## src/hw/rtl/battery_supervisor_top_assert.svh

```systemverilog
// assertion macros shared by the battery supervisor rtl
`ifndef BATTERY_SUPERVISOR_TOP_ASSERT_SVH
`define BATTERY_SUPERVISOR_TOP_ASSERT_SVH

// same-cycle implication, checked out of reset
`define BSUP_ASSERT_IMP(label, ante, cons, msg) \
    label: assert property (@(posedge aclk) disable iff (!aresetn) (ante) |-> (cons)) \
        else $error(msg);

// next-cycle implication, checked out of reset
`define BSUP_ASSERT_NEXT(label, ante, cons, msg) \
    label: assert property (@(posedge aclk) disable iff (!aresetn) (ante) |=> (cons)) \
        else $error(msg);

`endif

```

## src/hw/rtl/bsup_pkg.sv

```systemverilog
// package: types, constants and table of the battery supervisor
`timescale 1ns / 1ps
`default_nettype none

package bsup_pkg;

    // register map
    localparam int          CFG_IDX_W        = 3;
    localparam int          CFG_DATA_W       = 16;
    localparam logic [2:0]  REG_SCALE_NUM    = 3'd0;
    localparam logic [2:0]  REG_SCALE_DEN    = 3'd1;
    localparam logic [2:0]  REG_CHARGE_START = 3'd2;
    localparam logic [2:0]  REG_CRITICAL     = 3'd3;
    localparam logic [2:0]  REG_LOW          = 3'd4;

    // register reset values
    localparam logic [15:0] RST_SCALE_NUM    = 16'd133;
    localparam logic [15:0] RST_SCALE_DEN    = 16'd33;
    localparam logic [15:0] RST_CHARGE_START = 16'd4000;
    localparam logic [15:0] RST_CRITICAL     = 16'd3300;
    localparam logic [15:0] RST_LOW          = 16'd3500;

    // default startup grace, in valid samples
    localparam int          DEF_STARTUP_SAMPLES = 10;

    // queue between front and back
    localparam int          QUEUE_DEPTH = 2;

    // fixed supervision constants
    localparam logic [15:0] IMPLAUSIBLE_MV     = 16'd2500;
    localparam logic [7:0]  STREAK_MIN         = 8'd3;
    localparam int          CHARGE_MIN_SAMPLES = 2;
    localparam logic [6:0]  PCT_STEP           = 7'd10;
    localparam logic [6:0]  PCT_FULL           = 7'd100;
    localparam logic [31:0] ARM_DELAY_MS       = 32'd2000;
    localparam logic [7:0]  STREAK_MAX         = 8'd255;
    localparam logic [15:0] MV_MAX             = 16'hFFFF;
    localparam logic [15:0] OCV_FIRST          = 16'd3000;
    localparam logic [15:0] OCV_LAST           = 16'd4200;

    // battery state codes
    localparam logic [2:0]  BST_NORMAL   = 3'd0;
    localparam logic [2:0]  BST_LOW      = 3'd1;
    localparam logic [2:0]  BST_CRITICAL = 3'd2;
    localparam logic [2:0]  BST_CHARGING = 3'd3;
    localparam logic [2:0]  BST_FULL     = 3'd4;

    // one classified tick
    typedef struct packed {
        logic        usb;
        logic        chg;
        logic        done;
        logic        valid;
        logic [11:0] pin_mv;
        logic [31:0] now_ms;
    } tick_t;

    // configuration registers
    typedef struct packed {
        logic [15:0] scale_num;
        logic [15:0] scale_den;
        logic [15:0] charge_start_mv;
        logic [15:0] critical_mv;
        logic [15:0] low_mv;
    } cfg_t;

    // open-circuit voltage table, 10 % apart
    function automatic logic [15:0] ocv_point(input logic [3:0] idx);
        logic [15:0] pt;
        unique case (idx)
            4'd0:    pt = 16'd3000;
            4'd1:    pt = 16'd3300;
            4'd2:    pt = 16'd3500;
            4'd3:    pt = 16'd3600;
            4'd4:    pt = 16'd3650;
            4'd5:    pt = 16'd3700;
            4'd6:    pt = 16'd3750;
            4'd7:    pt = 16'd3800;
            4'd8:    pt = 16'd3870;
            4'd9:    pt = 16'd3980;
            default: pt = 16'd4200;
        endcase
        return pt;
    endfunction

endpackage

`default_nettype wire

```

## src/hw/rtl/bsup_front.sv

```systemverilog
// front end: accepts ticks and decodes the charger pins into a word
`timescale 1ns / 1ps
`default_nettype none

module bsup_front
    import bsup_pkg::*;
(
    input  wire logic        aclk,
    input  wire logic        aresetn,
    input  wire logic        s_valid,
    output logic             s_ready,
    input  wire logic        s_usb_present,
    input  wire logic        s_charging_line_n,
    input  wire logic        s_done_line_n,
    input  wire logic        s_sample_valid,
    input  wire logic [11:0] s_adc_pin_mv,
    input  wire logic [31:0] s_now_ms,
    input  wire logic        q_full,
    output logic             q_push,
    output tick_t            q_word
);

    // take a word whenever the queue has room
    assign s_ready = !q_full;
    assign q_push  = s_valid && s_ready;

    // charger lines only count with usb present
    always_comb begin
        q_word.usb    = s_usb_present;
        q_word.chg    = s_usb_present && !s_charging_line_n;
        q_word.done   = s_usb_present && !s_done_line_n;
        q_word.valid  = s_sample_valid;
        q_word.pin_mv = s_adc_pin_mv;
        q_word.now_ms = s_now_ms;
    end

    // aclk and aresetn kept for a uniform header; no state here
    logic unused_ok;
    assign unused_ok = aclk & aresetn;

endmodule

`default_nettype wire

```

## src/hw/rtl/bsup_queue.sv

```systemverilog
// short queue of classified ticks between front and back
`timescale 1ns / 1ps
`default_nettype none

module bsup_queue
    import bsup_pkg::*;
(
    input  wire logic  aclk,
    input  wire logic  aresetn,
    input  wire logic  push,
    input  wire tick_t push_word,
    output logic       full,
    input  wire logic  pop,
    output logic       not_empty,
    output tick_t      head_word
);

`include "battery_supervisor_top_assert.svh"

    localparam int PTR_W = (QUEUE_DEPTH > 1) ? $clog2(QUEUE_DEPTH) : 1;
    localparam int CNT_W = $clog2(QUEUE_DEPTH + 1);
    localparam logic [PTR_W-1:0] PTR_LAST = PTR_W'(QUEUE_DEPTH - 1);
    localparam logic [CNT_W-1:0] CNT_FULL = CNT_W'(QUEUE_DEPTH);

    tick_t            slot_reg [QUEUE_DEPTH];
    logic [PTR_W-1:0] wr_ptr_reg;
    logic [PTR_W-1:0] rd_ptr_reg;
    logic [CNT_W-1:0] count_reg;

    assign full      = (count_reg == CNT_FULL);
    assign not_empty = (count_reg != '0);
    assign head_word = slot_reg[rd_ptr_reg];

    // storage
    always_ff @(posedge aclk) begin
        if (push) begin
            slot_reg[wr_ptr_reg] <= push_word;
        end
    end

    // pointers and fill count
    always_ff @(posedge aclk) begin
        if (!aresetn) begin
            wr_ptr_reg <= '0;
            rd_ptr_reg <= '0;
            count_reg  <= '0;
        end else begin
            if (push) begin
                wr_ptr_reg <= (wr_ptr_reg == PTR_LAST) ? '0 : wr_ptr_reg + 1'b1;
            end
            if (pop) begin
                rd_ptr_reg <= (rd_ptr_reg == PTR_LAST) ? '0 : rd_ptr_reg + 1'b1;
            end
            if (push && !pop) begin
                count_reg <= count_reg + 1'b1;
            end else if (pop && !push) begin
                count_reg <= count_reg - 1'b1;
            end
        end
    end

    `BSUP_ASSERT_IMP(ast_no_overflow, push, !full, "queue written while full")
    `BSUP_ASSERT_IMP(ast_no_underflow, pop, not_empty, "queue read while empty")
    `BSUP_ASSERT_NEXT(ast_count_up, push && !pop, count_reg == $past(count_reg) + 1'b1, "queue count did not rise on a lone write")

endmodule

`default_nettype wire

```

## src/hw/rtl/bsup_core.sv

```systemverilog
// back end: scaling, state of charge, classification and shutdown timer
`timescale 1ns / 1ps
`default_nettype none

module bsup_core
    import bsup_pkg::*;
#(
    parameter int STARTUP_SAMPLES = DEF_STARTUP_SAMPLES
) (
    input  wire logic        aclk,
    input  wire logic        aresetn,
    input  wire cfg_t        cfg,
    input  wire logic        q_not_empty,
    input  wire tick_t       q_head,
    output logic             q_pop,
    output logic             m_valid,
    input  wire logic        m_ready,
    output logic [2:0]       m_battery_state,
    output logic [6:0]       m_charge_percent,
    output logic [15:0]      m_battery_mv,
    output logic             m_charging_flag,
    output logic             m_usb_flag,
    output logic             m_charge_enable,
    output logic             m_low_flag,
    output logic             m_critical_flag,
    output logic             m_shutdown_request
);

`include "battery_supervisor_top_assert.svh"

    localparam int VC_W = $clog2(STARTUP_SAMPLES + 1);
    localparam logic [VC_W-1:0] VC_FULL   = VC_W'(STARTUP_SAMPLES);
    localparam logic [VC_W-1:0] VC_CHARGE = VC_W'(CHARGE_MIN_SAMPLES);

    // sequencer codes
    localparam logic [2:0] S_IDLE = 3'd0;
    localparam logic [2:0] S_MUL  = 3'd1;
    localparam logic [2:0] S_CHK  = 3'd2;
    localparam logic [2:0] S_DIV  = 3'd3;
    localparam logic [2:0] S_PCT  = 3'd4;
    localparam logic [2:0] S_SCAN = 3'd5;
    localparam logic [2:0] S_PDIV = 3'd6;
    localparam logic [2:0] S_UPD  = 3'd7;

    logic [2:0]      state_reg;
    tick_t           tick_reg;
    logic [27:0]     prod_reg;
    logic [15:0]     rem_reg;
    logic [15:0]     quo_reg;
    logic [3:0]      cnt_reg;
    logic [3:0]      seg_reg;
    logic [15:0]     mv_new_reg;
    logic [6:0]      pct_new_reg;

    // supervision state
    logic [15:0]     held_mv_reg;
    logic [6:0]      held_pct_reg;
    logic [VC_W-1:0] valid_count_reg;
    logic            charge_latch_reg;
    logic [7:0]      critical_run_reg;
    logic            shutdown_armed_reg;
    logic [31:0]     arm_time_reg;

    // output word
    logic            m_valid_reg;
    logic [2:0]      out_state_reg;
    logic [6:0]      out_pct_reg;
    logic [15:0]     out_mv_reg;
    logic            out_chg_reg;
    logic            out_usb_reg;
    logic            out_latch_reg;
    logic            out_low_reg;
    logic            out_crit_reg;
    logic            out_req_reg;

    // shared restoring divider step: one quotient bit a cycle
    logic [15:0] divisor;
    logic [16:0] rem_shift;
    logic        quo_bit;
    logic [16:0] rem_diff;
    logic [15:0] rem_step;
    logic [15:0] quo_step;

    // table segment under scan
    logic [3:0]  seg_prev;
    logic [15:0] seg_lo;
    logic [15:0] seg_hi;
    logic [15:0] seg_span;
    logic [15:0] seg_off;
    logic [11:0] pct_dividend;

    assign seg_prev     = seg_reg - 4'd1;
    assign seg_lo       = ocv_point(seg_prev);
    assign seg_hi       = ocv_point(seg_reg);
    assign seg_span     = seg_hi - seg_lo;
    assign seg_off      = mv_new_reg - seg_lo;
    // widest segment is 300 mv, so the offset needs nine bits
    assign pct_dividend = 12'({3'b0, seg_off[8:0]} << 3) + 12'({3'b0, seg_off[8:0]} << 1);

    assign divisor   = (state_reg == S_PDIV) ? seg_span : cfg.scale_den;
    assign rem_shift = {rem_reg, quo_reg[15]};
    assign quo_bit   = (rem_shift >= {1'b0, divisor});
    assign rem_diff  = rem_shift - {1'b0, divisor};
    assign rem_step  = quo_bit ? rem_diff[15:0] : rem_shift[15:0];
    assign quo_step  = {quo_reg[14:0], quo_bit};

    // tick update, evaluated in the update state
    logic            out_free;
    logic [15:0]     mv_eff;
    logic [6:0]      pct_eff;
    logic [VC_W-1:0] vc_next;
    logic            latch_next;
    logic [2:0]      bst_next;
    logic            real_crit;
    logic [7:0]      run_next;
    logic            armed_next;
    logic [31:0]     arm_time_next;
    logic            req_next;
    logic [31:0]     elapsed;

    assign out_free = !m_valid_reg || m_ready;
    assign elapsed  = tick_reg.now_ms - arm_time_reg;

    always_comb begin
        mv_eff  = tick_reg.valid ? mv_new_reg  : held_mv_reg;
        pct_eff = tick_reg.valid ? pct_new_reg : held_pct_reg;
        vc_next = valid_count_reg;
        if (tick_reg.valid && (valid_count_reg < VC_FULL)) begin
            vc_next = valid_count_reg + 1'b1;
        end

        // charge enable latch
        latch_next = charge_latch_reg;
        if (!tick_reg.usb || tick_reg.done) begin
            latch_next = 1'b0;
        end else if ((vc_next >= VC_CHARGE) && (mv_eff != '0) &&
                     (mv_eff < cfg.charge_start_mv)) begin
            latch_next = 1'b1;
        end

        // classification with startup grace
        if (vc_next < VC_FULL) begin
            bst_next = BST_NORMAL;
        end else if (tick_reg.usb) begin
            if (tick_reg.done) begin
                bst_next = BST_FULL;
            end else if (tick_reg.chg || latch_next) begin
                bst_next = BST_CHARGING;
            end else begin
                bst_next = BST_NORMAL;
            end
        end else if ((mv_eff == '0) || (mv_eff < cfg.critical_mv)) begin
            bst_next = BST_CRITICAL;
        end else if (mv_eff < cfg.low_mv) begin
            bst_next = BST_LOW;
        end else begin
            bst_next = BST_NORMAL;
        end

        // plausible critical streak
        real_crit = (bst_next == BST_CRITICAL) && (mv_eff >= IMPLAUSIBLE_MV) &&
                    (mv_eff < cfg.critical_mv);
        if (real_crit) begin
            run_next = (critical_run_reg < STREAK_MAX) ? critical_run_reg + 8'd1
                                                       : critical_run_reg;
        end else begin
            run_next = '0;
        end

        // shutdown timer
        armed_next    = shutdown_armed_reg;
        arm_time_next = arm_time_reg;
        req_next      = 1'b0;
        if ((run_next >= STREAK_MIN) && !tick_reg.usb) begin
            if (!shutdown_armed_reg) begin
                armed_next    = 1'b1;
                arm_time_next = tick_reg.now_ms;
            end else if (elapsed >= ARM_DELAY_MS) begin
                req_next = 1'b1;
            end
        end else begin
            armed_next = 1'b0;
        end
    end

    assign q_pop = (state_reg == S_IDLE) && q_not_empty;

    // sequencer and datapath
    always_ff @(posedge aclk) begin
        if (!aresetn) begin
            state_reg          <= S_IDLE;
            held_mv_reg        <= '0;
            held_pct_reg       <= '0;
            valid_count_reg    <= '0;
            charge_latch_reg   <= 1'b0;
            critical_run_reg   <= '0;
            shutdown_armed_reg <= 1'b0;
            arm_time_reg       <= '0;
        end else begin
            unique case (state_reg)
                S_IDLE: begin
                    if (q_not_empty) begin
                        tick_reg  <= q_head;
                        state_reg <= q_head.valid ? S_MUL : S_UPD;
                    end
                end
                S_MUL: begin
                    prod_reg  <= {16'b0, tick_reg.pin_mv} * {12'b0, cfg.scale_num};
                    state_reg <= S_CHK;
                end
                S_CHK: begin
                    // quotient of 2^16 or more, or a zero denominator, saturates
                    if ({4'b0, prod_reg} >= {cfg.scale_den, 16'b0}) begin
                        mv_new_reg <= MV_MAX;
                        state_reg  <= S_PCT;
                    end else begin
                        rem_reg   <= {4'b0, prod_reg[27:16]};
                        quo_reg   <= prod_reg[15:0];
                        cnt_reg   <= 4'd15;
                        state_reg <= S_DIV;
                    end
                end
                S_DIV: begin
                    rem_reg <= rem_step;
                    quo_reg <= quo_step;
                    cnt_reg <= cnt_reg - 4'd1;
                    if (cnt_reg == '0) begin
                        mv_new_reg <= quo_step;
                        state_reg  <= S_PCT;
                    end
                end
                S_PCT: begin
                    if (mv_new_reg <= OCV_FIRST) begin
                        pct_new_reg <= '0;
                        state_reg   <= S_UPD;
                    end else if (mv_new_reg >= OCV_LAST) begin
                        pct_new_reg <= PCT_FULL;
                        state_reg   <= S_UPD;
                    end else begin
                        seg_reg   <= 4'd1;
                        state_reg <= S_SCAN;
                    end
                end
                S_SCAN: begin
                    if (mv_new_reg < seg_hi) begin
                        rem_reg   <= '0;
                        quo_reg   <= {pct_dividend, 4'b0};
                        cnt_reg   <= 4'd11;
                        state_reg <= S_PDIV;
                    end else begin
                        seg_reg <= seg_reg + 4'd1;
                    end
                end
                S_PDIV: begin
                    rem_reg <= rem_step;
                    quo_reg <= quo_step;
                    cnt_reg <= cnt_reg - 4'd1;
                    if (cnt_reg == '0) begin
                        pct_new_reg <= 7'({3'b0, seg_prev} * PCT_STEP) + {3'b0, quo_step[3:0]};
                        state_reg   <= S_UPD;
                    end
                end
                S_UPD: begin
                    if (out_free) begin
                        held_mv_reg        <= mv_eff;
                        held_pct_reg       <= pct_eff;
                        valid_count_reg    <= vc_next;
                        charge_latch_reg   <= latch_next;
                        critical_run_reg   <= run_next;
                        shutdown_armed_reg <= armed_next;
                        arm_time_reg       <= arm_time_next;
                        state_reg          <= S_IDLE;
                    end
                end
                default: state_reg <= S_IDLE;
            endcase
        end
    end

    // result valid: set with the state update, cleared when the word is taken
    always_ff @(posedge aclk) begin
        if (!aresetn) begin
            m_valid_reg <= 1'b0;
        end else if ((state_reg == S_UPD) && out_free) begin
            m_valid_reg <= 1'b1;
        end else if (m_ready) begin
            m_valid_reg <= 1'b0;
        end
    end

    // result word, loaded with the state update
    always_ff @(posedge aclk) begin
        if ((state_reg == S_UPD) && out_free) begin
            out_state_reg <= bst_next;
            out_pct_reg   <= pct_eff;
            out_mv_reg    <= mv_eff;
            out_chg_reg   <= tick_reg.chg;
            out_usb_reg   <= tick_reg.usb;
            out_latch_reg <= latch_next;
            out_low_reg   <= (bst_next == BST_LOW) || (bst_next == BST_CRITICAL);
            out_crit_reg  <= (bst_next == BST_CRITICAL);
            out_req_reg   <= req_next;
        end
    end

    assign m_valid            = m_valid_reg;
    assign m_battery_state    = out_state_reg;
    assign m_charge_percent   = out_pct_reg;
    assign m_battery_mv       = out_mv_reg;
    assign m_charging_flag    = out_chg_reg;
    assign m_usb_flag         = out_usb_reg;
    assign m_charge_enable    = out_latch_reg;
    assign m_low_flag         = out_low_reg;
    assign m_critical_flag    = out_crit_reg;
    assign m_shutdown_request = out_req_reg;

    `BSUP_ASSERT_IMP(ast_armed_streak, shutdown_armed_reg, critical_run_reg >= STREAK_MIN, "shutdown armed without a critical streak")
    `BSUP_ASSERT_IMP(ast_count_limit, 1'b1, valid_count_reg <= VC_FULL, "valid sample count past its limit")
    `BSUP_ASSERT_IMP(ast_req_armed, m_valid_reg && out_req_reg, shutdown_armed_reg, "shutdown request shown while disarmed")

endmodule

`default_nettype wire

```

## src/hw/rtl/battery_supervisor_top.sv

```systemverilog
// top level of the battery supervisor: configuration registers and wiring
//
//  channel  direction  handshake          payload
//  s_       in         s_valid / s_ready  pin levels, sample flag, adc mv, time ms
//  m_       out        m_valid / m_ready  state, percent, mv, flags, shutdown
//  cfg_     in         cfg_wr_en          register index, 16-bit data
//
// a tick without a sample goes straight to the update state in the back end;
// with a sample it runs at most a 16-step restoring divider for the voltage,
// a table scan of up to 10 steps and a 12-step pass of that divider for percent.
// reset is synchronous, active low, and loads the register defaults.
// a two-word queue lets the input keep taking words while the back end works,
// and the result register holds a word until m_ready takes it.
`timescale 1ns / 1ps
`default_nettype none

module battery_supervisor_top
    import bsup_pkg::*;
#(
    parameter int STARTUP_SAMPLES = DEF_STARTUP_SAMPLES
) (
    input  wire logic                  aclk,
    input  wire logic                  aresetn,
    input  wire logic                  cfg_wr_en,
    input  wire logic [CFG_IDX_W-1:0]  cfg_wr_index,
    input  wire logic [CFG_DATA_W-1:0] cfg_wr_data,
    input  wire logic                  s_valid,
    output logic                       s_ready,
    input  wire logic                  s_usb_present,
    input  wire logic                  s_charging_line_n,
    input  wire logic                  s_done_line_n,
    input  wire logic                  s_sample_valid,
    input  wire logic [11:0]           s_adc_pin_mv,
    input  wire logic [31:0]           s_now_ms,
    output logic                       m_valid,
    input  wire logic                  m_ready,
    output logic [2:0]                 m_battery_state,
    output logic [6:0]                 m_charge_percent,
    output logic [15:0]                m_battery_mv,
    output logic                       m_charging_flag,
    output logic                       m_usb_flag,
    output logic                       m_charge_enable,
    output logic                       m_low_flag,
    output logic                       m_critical_flag,
    output logic                       m_shutdown_request
);

    cfg_t  cfg_reg;
    logic  q_full;
    logic  q_push;
    tick_t q_word;
    logic  q_pop;
    logic  q_not_empty;
    tick_t q_head;

    // configuration registers
    always_ff @(posedge aclk) begin
        if (!aresetn) begin
            cfg_reg.scale_num       <= RST_SCALE_NUM;
            cfg_reg.scale_den       <= RST_SCALE_DEN;
            cfg_reg.charge_start_mv <= RST_CHARGE_START;
            cfg_reg.critical_mv     <= RST_CRITICAL;
            cfg_reg.low_mv          <= RST_LOW;
        end else if (cfg_wr_en) begin
            unique case (cfg_wr_index)
                REG_SCALE_NUM:    cfg_reg.scale_num       <= cfg_wr_data;
                REG_SCALE_DEN:    cfg_reg.scale_den       <= cfg_wr_data;
                REG_CHARGE_START: cfg_reg.charge_start_mv <= cfg_wr_data;
                REG_CRITICAL:     cfg_reg.critical_mv     <= cfg_wr_data;
                REG_LOW:          cfg_reg.low_mv          <= cfg_wr_data;
                default: ;
            endcase
        end
    end

    // front end
    bsup_front u_front (
        .aclk              (aclk),
        .aresetn           (aresetn),
        .s_valid           (s_valid),
        .s_ready           (s_ready),
        .s_usb_present     (s_usb_present),
        .s_charging_line_n (s_charging_line_n),
        .s_done_line_n     (s_done_line_n),
        .s_sample_valid    (s_sample_valid),
        .s_adc_pin_mv      (s_adc_pin_mv),
        .s_now_ms          (s_now_ms),
        .q_full            (q_full),
        .q_push            (q_push),
        .q_word            (q_word)
    );

    // word queue
    bsup_queue u_queue (
        .aclk      (aclk),
        .aresetn   (aresetn),
        .push      (q_push),
        .push_word (q_word),
        .full      (q_full),
        .pop       (q_pop),
        .not_empty (q_not_empty),
        .head_word (q_head)
    );

    // back end
    bsup_core #(
        .STARTUP_SAMPLES (STARTUP_SAMPLES)
    ) u_core (
        .aclk               (aclk),
        .aresetn            (aresetn),
        .cfg                (cfg_reg),
        .q_not_empty        (q_not_empty),
        .q_head             (q_head),
        .q_pop              (q_pop),
        .m_valid            (m_valid),
        .m_ready            (m_ready),
        .m_battery_state    (m_battery_state),
        .m_charge_percent   (m_charge_percent),
        .m_battery_mv       (m_battery_mv),
        .m_charging_flag    (m_charging_flag),
        .m_usb_flag         (m_usb_flag),
        .m_charge_enable    (m_charge_enable),
        .m_low_flag         (m_low_flag),
        .m_critical_flag    (m_critical_flag),
        .m_shutdown_request (m_shutdown_request)
    );

endmodule

`default_nettype wire
```

## config.mk

```make
export PLATFORM = sky130hd
export DESIGN_NAME = battery_supervisor_top
export DESIGN_NICKNAME = d
export VERILOG_FILES = /design/src/hw/rtl/bsup_pkg.sv /design/src/hw/rtl/bsup_front.sv /design/src/hw/rtl/bsup_queue.sv /design/src/hw/rtl/bsup_core.sv /design/src/hw/rtl/battery_supervisor_top.sv
export VERILOG_INCLUDE_DIRS = /design/src /design/src/hw/rtl
export SDC_FILE = /design/constraint.sdc
export NUM_CORES = 1
export LEC_CHECK = 0
export BUFFER_PORTS_ARGS = -buffer_cell sky130_fd_sc_hd__buf_2
export CAP_MARGIN = 0
export CORE_AREA = 4 4 264 460
export DETAILED_ROUTE_END_ITERATION = 6
export DIE_AREA = 0 0 268 464
export SLEW_MARGIN = 20
export SYNTH_ARGS = -nofsm -noshare
export SYNTH_HDL_FRONTEND = slang
export SYNTH_HIERARCHICAL = 1
export SYNTH_SLANG_ARGS = --single-unit
```

## constraint.sdc

```tcl
create_clock -name aclk -period 6.7 [get_ports aclk]
set_input_delay 1.34 -clock aclk [delete_from_list [all_inputs] [get_ports aclk]]
set_output_delay 1.34 -clock aclk [all_outputs]
set_load 0.005 [all_outputs]
```

# --- Word-level counts from Yosys, hierarchy flattened ---
# Memory sizes are Yosys's and may differ from the RTL's. A register that Yosys moved wholly into a read port is not among the register bits.
# Cells that the tools add are included.
classes:
  bitwise_logic: 1
  n_addsub: 15
  eq_ne: 25
  multipliers: 2
  magnitude_cmp: 15
  n_reduce_logical: 53
  n_mux: 58
op_table:
  columns: ["operator", "count"]
  rows:
  - ["$mux W16", 9]
  - ["$pmux W16 S3", 2]
  - ["$lt A16 B16 Y1", 4]
  - ["$mux W3", 12]
  - ["$ge A28 B32 Y1", 1]
  - ["$ge A32 B11 Y1 const B", 1]
  - ["$pmux W16 S2", 1]
  - ["$sub A16 B16 Y16", 2]
  - ["$sub A32 B32 Y32", 1]
  - ["$mul A12 B16 Y28", 1]
  - ["$mux W4", 7]
  - ["$mux W7", 4]
  - ["$pmux W3 S8", 1]
  - ["$ge A17 B16 Y1", 1]
  - ["$ge A16 B12 Y1 const B", 1]
  - ["$ge A16 B13 Y1 const B", 1]
  - ["$le A16 B12 Y1 const B", 1]
  - ["$logic_not A16 Y1", 1]
  - ["$mux W8", 2]
  - ["$reduce_and A2 Y1", 8]
  - ["$reduce_and A4 Y1", 4]
  - ["$reduce_bool A16 Y1", 1]
  - ["$eq A3 B2 Y1 const B", 5]
  - ["$eq A3 B3 Y1 const B", 5]
  - ["35 further kinds", 93]
word_totals:
  in_bits: 72
  mem_bits_rw: 96
  memories: 3
  output_inout_bits: 34
  wordCells: 211
  ff_bits: 328
  rom_bits: 384
mem_list:
  columns: ["memory", "depth", "width", "rd", "rd_ports_with_merged_regs", "write_ports", "line", "source"]
  rows:
  - ["(no name shown)", 16, 12, 1, 1, 0, "bsup_pkg.sv:70", "unique case (idx)"]
  - ["(no name shown)", 16, 12, 1, 0, 0, "bsup_pkg.sv:70", null]
  - ["u_queue.slot_reg", 2, 48, 1, 1, 1, "bsup_queue.sv:25", "tick_t slot_reg [QUEUE_DEPTH];"]

# --- Logic depth before layout (Yosys ltp) ---
# Gate-level depths: netlist of run 1.
depth:
  word_depth: 20
  mapped_depth: 29
  depth_no_buf: 27

# --- By module ---
# The synthesis of run 1 kept the hierarchy.
modules_own_cells:
  columns: ["module", "area_each_um2", "seq_area_each_um2", "cells_each", "n_inst"]
  rows:
  - ["bsup_core", 22072.4, 6836.6, 2350, 1]
  - ["bsup_queue", 3684.8, 2982.9, 171, 1]
  - ["battery_supervisor_top", 3064.2, 1601.5, 294, 1]
  - ["bsup_front", 382.9, 0.0, 50, 1]

# --- Least setup slack after synthesis of run 1 ---
# Ideal clock, no wire load.
synth_path:
  path_kind: "reg2reg"
  startpoint: "register u_core.seg_reg[0]"
  endpoint: "register u_core.rem_reg[11], data pin"
  setup_slack_ns: 0.878
  arrival_time_ns: 5.552
  path_buffers: 1
  t_required_ns: 6.430
  setup_ns: 0.270
  synth_period_minus_slack_ns: 5.822
  path_stages_with_launch: 27
  cell_sequence: "edfxtp_1 inv_1 ha_1 inv_1 ha_1 o21ai_1 o21ai_0 ha_1 nor2b_1 o21ai_0 a21boi_0 o21ai_0 a21boi_0 o21ai_0 a21o_1 a31oi_1 a211oi_1 a21oi_1 ha_1 a21o_1 a211oi_1 o31ai_1 or4b_1 nand2_1 buf_4 mux2i_1 a21oi_1"
synth_between:
  elab_chain_len: 7
  word_cells_on_any_way: 8
  classes_between: "3 x add/sub; 1 x order compare; 3 x mux; 1 x memory"
synth_lines:
  columns: ["element", "line", "source"]
  rows:
  - ["start, declared", "bsup_core.sv:51", "logic [3:0] seg_reg;"]
  - ["start signal, assigned", "bsup_core.sv:251", "seg_reg <= seg_reg + 4'd1;"]
  - ["$sub A4 B1 Y4 (*)", "bsup_core.sv:92", "assign seg_prev = seg_reg - 4'd1;"]
  - ["$mem_v2 Z16 W12 (*)", null, null]
  - ["$sub A16 B16 Y16 (*)", "bsup_core.sv:95", "assign seg_span = seg_hi - seg_lo;"]
  - ["$mux W16 (*)", "bsup_core.sv:100", "assign divisor = (state_reg == S_PDIV) ? seg_span : cfg.scale_den;"]
  - ["$sub A16 B16 Y16 or $ge A17 B16 Y1 (tied branches)", "bsup_core.sv:103, bsup_core.sv:102", null]
  - ["$mux W16 (*)", "bsup_core.sv:104", "assign rem_step = quo_bit ? rem_diff[15:0] : rem_shift[15:0];"]
  - ["$pmux W16 S3 (*)", "bsup_core.sv:200", "unique case (state_reg)"]
  - ["end signal, assigned", "bsup_core.sv:217", "rem_reg <= {4'b0, prod_reg[27:16]};"]
  - ["end signal, assigned", "bsup_core.sv:224", "rem_reg <= rem_step;"]
  - ["end signal, assigned", "bsup_core.sv:255", "rem_reg <= rem_step;"]
  - ["end, declared", "bsup_core.sv:48", "logic [15:0] rem_reg;"]
# Every way passes the cells marked *; elsewhere a longest branch is shown, timed or not.
# A chain may end at the register's enable or synchronous reset.

# --- Final worst setup path of run 1 ---
layout_path:
  startpoint: "register cfg_reg[66] (netlist bit)"
  endpoint: "register u_core.prod_reg[26], data pin"
layout_between:
  elab_chain_len: 1
layout_lines:
  columns: ["element", "line", "source"]
  rows:
  - ["start, declared", "battery_supervisor_top.sv:48", "cfg_t cfg_reg;"]
  - ["$mul A12 B16 Y28", "bsup_core.sv:208", "prod_reg <= {16'b0, tick_reg.pin_mv} * {12'b0, cfg.scale_num};"]
  - ["end signal, assigned", "bsup_core.sv:208", null]
  - ["end, declared", "bsup_core.sv:47", "logic [27:0] prod_reg;"]
# No other way between the ends.

==> results_dict.tcl, run 1 <==
set metrics [dict create \
    path_cells "nand2_1, fa_1, inv_1, ha_1, fa_1, inv_1, fa_1, fa_1, inv_1, ha_1, o21ai_0, a21oi_1, o2111ai_1, a31oi_1, nor2_1, o2111a_1, nor3_1, a2111oi_2, a21oi_1, xor2_1" \
    antenna_found_initial 27 \
    drc 0 \
    rsz0062_at_grt "false" \
    pwr-share-clk_pct 27.0 \
    largest_reg_flops 96 \
    core_area_sq_um 118000 \
    netlist_area_sq_um 29200 \
    p_per_area_nw_per_um2 305 \
    ctsHoldBuffers 0 \
    first_iter_violations 1132 \
    area_delta_synth_final_pct 12.3 \
    outcome "finished, final reports clean" \
    cpMostUsedCell "fa_1" \
    avgSynthCellArea_sq_um 10.2 \
    grt_start_max_net_pins 75 \
    yosys_warnings 6 \
    synth_ff_type "edfxtp_1" \
    dieArea_sq_um 124000 \
    clk_root_buffer_cell "clkbuf_16" \
    min_period_ns 6.23 \
    post_cts_buffers 0 \
    row_count 167 \
    crit_slowest_cell "dfxtp_1" \
    p_sw_w 0.00354 \
    power.internal_w 0.00645 \
    synth_nets 3315 \
    synth.ff_latch_count 437 \
    p_seq_share_pct 35.9 \
    io_buffers 105 \
    hpwl_mm 59.3 \
    dr.pass1.iters 5 \
    cts.sinks 437 \
    cts_tree "built" \
    comb_power_share_pct 37.1 \
    critPathLaunchType "flop" \
    max-cap-violations 0 \
    fin_crit_sh_pct 93.0 \
    synthCells 2865 \
    drive_above_1_share_pct 12.3 \
    tns_ns 0 \
    path_class "flop to flop" \
    timing.fmax_ghz 0.160 \
    ir_drop_mv 0.147 \
    max-clock-path-buffers 3 \
    grtUsageMet3_pct 2.52 \
    final_max_slew_viol_count 0 \
    drt-wirelength-per-cell_um 17.1 \
    routed_wirelength_mm 76.5 \
    min_path_type "flop to flop" \
    grt-ovfl-total 0 \
    num_vias 20500 \
    nets 3353 \
    placed_area_sq_um 31200 \
    synth_edf_count 267 \
    ys_async_sr_fraction_pct 0 \
    cp_max_fo 13 \
    stdcell_count 4472 \
    use_met2_pct 21.7 \
    cts_resized 0 \
    ys_types 101 \
    die_w_um 268 \
    utilization_pct 27.8 \
    grt_pass1_wl_mm 118 \
    ant_nets 0 \
    grt_use_met1_pct 13.4 \
    htree_levels 2 \
    gp_congestion 0.907 \
    clock_latency_ns 0.58 \
    grt_usage_pct 12.0 \
    final_area_sq_um 32800 \
    grt_pass1_vias 20700 \
    synth.yosys.seq_area_share_pct 39.1 \
    die_h_um 464 \
    tightestPinTransition_ns 0.986 \
    p_leak_nw 13.6 \
    max_slew_margin_pct 34.0 \
    swShare_pct 35.4 \
    hold_viol 0 \
    fin_skew_ns 0.0218 \
    clkSlewWorstSetupHoldPaths_ns 0.06 \
    start_util_pct 24.8 \
    setup_violations 0 \
    max_stage_delay_ns 0.66 \
    cp.arrival_ns 6.55 \
    pre_cts_ws_ns 0.473 \
    numCtsBuffers 45 \
    io_pins 106 \
    setup_slack_ns 0.467 \
    dp.cells 4377 \
    worstSetupEndpointType "flop" \
    grt.busiest_layer "met2" \
    avgViaCountPerCell 4.58 \
    required_ns 7.02 \
]
[final timing paths]
check	startpoint	end	slack, ns	depth (start not counted)
setup / recovery	cfg_reg[66]	u_core/prod_reg[26]	0.47	20
hold / removal	u_core/held_pct_reg[0]	u_core/held_pct_reg[0]	0.45	2
setup reg to reg	cfg_reg[66]	u_core/prod_reg[26]	0.47	20
hold reg to reg	u_core/held_pct_reg[0]	u_core/held_pct_reg[0]	0.45	2
[synth_stat cells (20+ instances only)]
master / instances / area (sq um)
inv_1: 311 / 1170
xor2_1: 24 / 210
a211oi_1: 23 / 173
or2_2: 22 / 138
nor2b_1: 58 / 363
edfxtp_1: 267 / 8020
nand2_1: 329 / 1230
nand3_1: 31 / 155
o21ai_0: 74 / 370
nand2b_1: 22 / 138
and2_1: 84 / 526
o21a_1: 24 / 180
dfxtp_1: 170 / 3400
buf_4: 54 / 405
mux2_2: 72 / 811
nor3_1: 38 / 190
ha_1: 231 / 2890
fa_1: 147 / 2940
nor2_1: 148 / 556
clkbuf_1: 78 / 293
xnor2_1: 50 / 438
a31oi_1: 20 / 125
a21o_1: 46 / 345
a21oi_1: 145 / 726
mux2i_1: 132 / 1320
[per-layer routing]
| layer | part of all wire, % | up-vias |
|---|---|---|
| li1 | - | 9884 |
| met1 | 39 | 9942 |
| met2 | 51 | 440 |
| met3 | 5.5 | 175 |
| met4 | 5.0 | 20 |
| met5 | 0.16 | - |
[critical path: cells and delay by family, from the launching register on]
| kind | cells | cell delay (ns) |
|---|---|---|
| buf+inv | 3 | 0.15 |
| fa+ha+maj | 6 | 2.61 |
| simple gates | 3 | 0.42 |
| compound gates | 7 | 1.98 |
| xor+xnor | 1 | 0.15 |
| flops | 1 | 0.66 |
[cell families after synthesis]
group | Yosys count | synth area share [%]
buffers and inverters | 471 | 6.91
AOI/OAI and AO/OA | 463 | 10.4
and+or+nand+nor | 837 | 14.1
muxes | 205 | 7.34
xor gates and xnor gates | 74 | 2.22
adders and majority gates | 378 | 20.0
DFF | 437 | 39.1
[through the flow]
stage	hold slack, ns	power [W]
4_1_cts	0.454	0.0101
3_5_place_dp	0.446	0.00733
2_1_floorplan	0.432	0.00636
6_report	0.454	0.00999
5_1_grt	0.476	0.0107
3_3_place_gp	0.439	0.00728
[cells in the final DEF, fill, tap and decap left out, types with 50 or more instances in the layout]
cell type and instances:
nor2_1 147, buf_2 104, dfxtp_1 169, fa_1 147
ha_1 231, mux2_2 72, nor2b_1 57, o21ai_0 74
nand2_1 329, mux2i_1 132, edfxtp_1 267, and2_1 83
inv_1 309, a21oi_1 145, xnor2_1 50
[power groups by stage]
| stage | Combinational, W | Sequential (W) | Clock [W] |
|---|---|---|---|
| after floorplan | 0.00288 | 0.00348 | 0 |
| final | 0.00370 | 0.00359 | 0.00270 |
| after detailed placement | 0.00369 | 0.00364 | 0 |
| after global routing | 0.00415 | 0.00362 | 0.00289 |
| after global placement | 0.00364 | 0.00364 | 0 |
| after CTS | 0.00372 | 0.00359 | 0.00279 |
[cell type report]
| type | instances | area, sq um |
|---|---|---|
| fill | 12400 | 85100 |
| multi-input combinational | 1957 | 15800 |
| sequential | 437 | 11400 |
| tap | 1521 | 1900 |
| clock buffer | 57 | 1260 |
| inverter | 313 | 1170 |
| timing repair buffer | 149 | 862 |
| clock inverter | 27 | 325 |
| antenna | 11 | 27.5 |
Note: power is estimated with default switching activity, not from simulation.
==> inputs of run 2 (changes only) <==
==> constraint.sdc (replaced) <==
create_clock -name aclk -period 6.7 [get_ports aclk]
set_input_delay 0.335 -clock aclk [delete_from_list [all_inputs] [get_ports aclk]]
set_output_delay 0.335 -clock aclk [all_outputs]
set_load 0.005 [all_outputs]
==> run 2 against run 1 <==
Utilization grew 0.29 points; combinational power is essentially flat; fmax shrank 0.71%; final cell count grew 0.94%; wire length is essentially flat; count of clock-buffer cells in the layout grew 3.
==> results_dict.tcl, run 2 (synthesis gave the netlist of run 1 again) <==
set metrics [dict create \
    clkSlewWorstSetupHoldPaths_ns 0.07 \
    final_common_cell "nand2_1" \
    grt_usage_pct 12.2 \
    path_buf_inv 3 \
    outcome "finished, final reports clean" \
    numCtsBuffers 45 \
    drt-wirelength-per-cell_um 17.0 \
    cts.sinks 437 \
    htree_levels 2 \
    ant_nets 0 \
    row_count 167 \
    grt_pass1_vias 21300 \
    utilization_pct 28.1 \
    num_vias 20700 \
    grt_start_max_net_pins 68 \
    p_leak_nw 13.7 \
    tightestPinTransition_ns 0.992 \
    timing.fmax_ghz 0.159 \
    min_period_ns 6.28 \
    max-cap-violations 0 \
    layout_common_cells "329 x nand2_1, 310 x inv_1, 267 x edfxtp_1" \
    avgViaCountPerCell 4.59 \
    setup_violations 0 \
    path_class "flop to flop" \
    die_h_um 464 \
    ir_drop_mv 0.189 \
    rsz0062_at_grt "false" \
    largest_reg_flops 96 \
    max_slew_margin_pct 33.7 \
    min_path_type "primary input to flop" \
    hold_viol 0 \
    max_stage_delay_ns 0.72 \
    fin_skew_ns 0.0327 \
    path_cells "nand2_1, fa_1, fa_1, inv_1, fa_1, inv_1, fa_1, inv_1, fa_1, ha_1, nand4_1, a211oi_1, nor4b_2, o21ai_1, nor4_1, o31ai_1, a41o_1, a21oi_1, xnor2_1" \
    grt-ovfl-total 0 \
    cts_tree "built" \
    io_buffers 105 \
    dr.pass1.iters 5 \
    clock_latency_ns 0.60 \
    nFillCells 12400 \
    first_iter_violations 1177 \
    crit_family "adder cells" \
    core_area_sq_um 118000 \
    antenna_found_initial 12 \
    cp.arrival_ns 6.60 \
    gp_congestion 0.918 \
    worstSetupEndpointType "flop" \
    final_max_slew_viol_count 0 \
    cpMostUsedCell "fa_1" \
    start_util_pct 24.8 \
    die_w_um 268 \
    clk_root_buffer_cell "clkbuf_16" \
    crit_slowest_cell "edfxtp_1" \
    hpwl_mm 58.9 \
    max-clock-path-buffers 3 \
    nets 3401 \
    area_delta_synth_final_pct 13.5 \
    cp_max_fo 16 \
    required_ns 7.03 \
    drive_above_1_share_pct 11.8 \
    io_pins 106 \
    fin_crit_sh_pct 93.7 \
    p_per_area_nw_per_um2 297 \
    tns_ns 0 \
    routed_wirelength_mm 76.5 \
    critPathLaunchType "flop" \
    grt_pass1_wl_mm 120 \
    dieArea_sq_um 124000 \
    drc 0 \
]
==> run 2: cell count changes in the layout (fill, tap and decap cells not counted), sizes merged <==
cell	change
buf	-1
clkbuf	+3
bufinv	-3
clkinv	-1
diode	-5
dlygate4sd3	+49
==> run 2: worst paths after layout <==
check	slack, ns	endpoint	cells after the start	startpoint
max reg2reg	0.42	u_core/prod_reg[27]	19	u_core/tick_reg[41]
min	0.04	cfg_reg[3]	3	cfg_wr_data[3]
min reg2reg	0.45	u_core/held_pct_reg[3]	2	u_core/held_pct_reg[3]
max	0.42	u_core/prod_reg[27]	19	u_core/tick_reg[41]
==> run 2: layout make-up <==
cell class	count	area [sq um]	area share, %
Antenna cell	6	15.0	0.0453
Clock buffer	60	1230	3.72
Clock inverter	23	231	0.699
Inverter	313	1170	3.55
Multi-Input combinational cell	1957	15800	47.7
Sequential cell	437	11400	34.5
Tap cell	1521	1900	5.74
Timing Repair Buffer	197	1350	4.06
==> run 2: through the flow <==
step / total power [W] / instances / area (sq um) / worst slack, ns / hold slack, ns
5_1_grt: 0.0105 / 4511 / 33100 / 0.0307 / 0.0283
2_1_floorplan: 0.00636 / 2865 / 29200 / 0.878 / 0.432
4_1_cts: 0.00996 / 4506 / 33100 / 0.381 / 0.00261
3_5_place_dp: 0.00734 / 4374 / 31100 / 0.413 / 0.448
6_report: 0.00985 / 4514 / 33100 / 0.422 / 0.0357
3_3_place_gp: 0.00728 / 4374 / 31100 / 0.398 / 0.439
==> run 2: metal layers <==
metal | routed length [um] | global-route usage (%) | up-vias
met4 | 4020 | 5.81 | 6
met5 | 34 | 0 | -
met2 | 38600 | 21.8 | 474
li1 | - | - | 9996
met3 | 3070 | 1.67 | 166
met1 | 30800 | 14.2 | 10100
==> run 2: timing repair <==
| item | in CTS | in global routing |
|---|---|---|
| gates resized for setup | 0 | 3 |
| hold endpoints to repair | 97 | 0 |
| setup buffers | 0 | 2 |
| hold buffers | 49 | 0 |
| endpoints found under the setup margin | 0 | 19 |
==> run 2: where the power goes <==
part | total (W) | internal (W) | switching (W)
Clock | 0.00254 | 0.00143 | 0.00111
Combinational | 0.00373 | 0.00157 | 0.00216
Sequential | 0.00359 | 0.00331 | 0.000275
Total | 0.00985 | 0.00631 | 0.00354
==> run 2: worst register-to-register path: cells and delay by family (launching register included) <==
family / cells / cell delay [ns]
XOR/XNOR: 1 / 0.12
AND/OR/NAND/NOR: 4 / 0.53
buffers and inverters: 3 / 0.17
AO/OA/AOI/OAI: 5 / 1.53
flip-flops: 1 / 0.72
adder cells (fa/ha/maj): 6 / 2.96
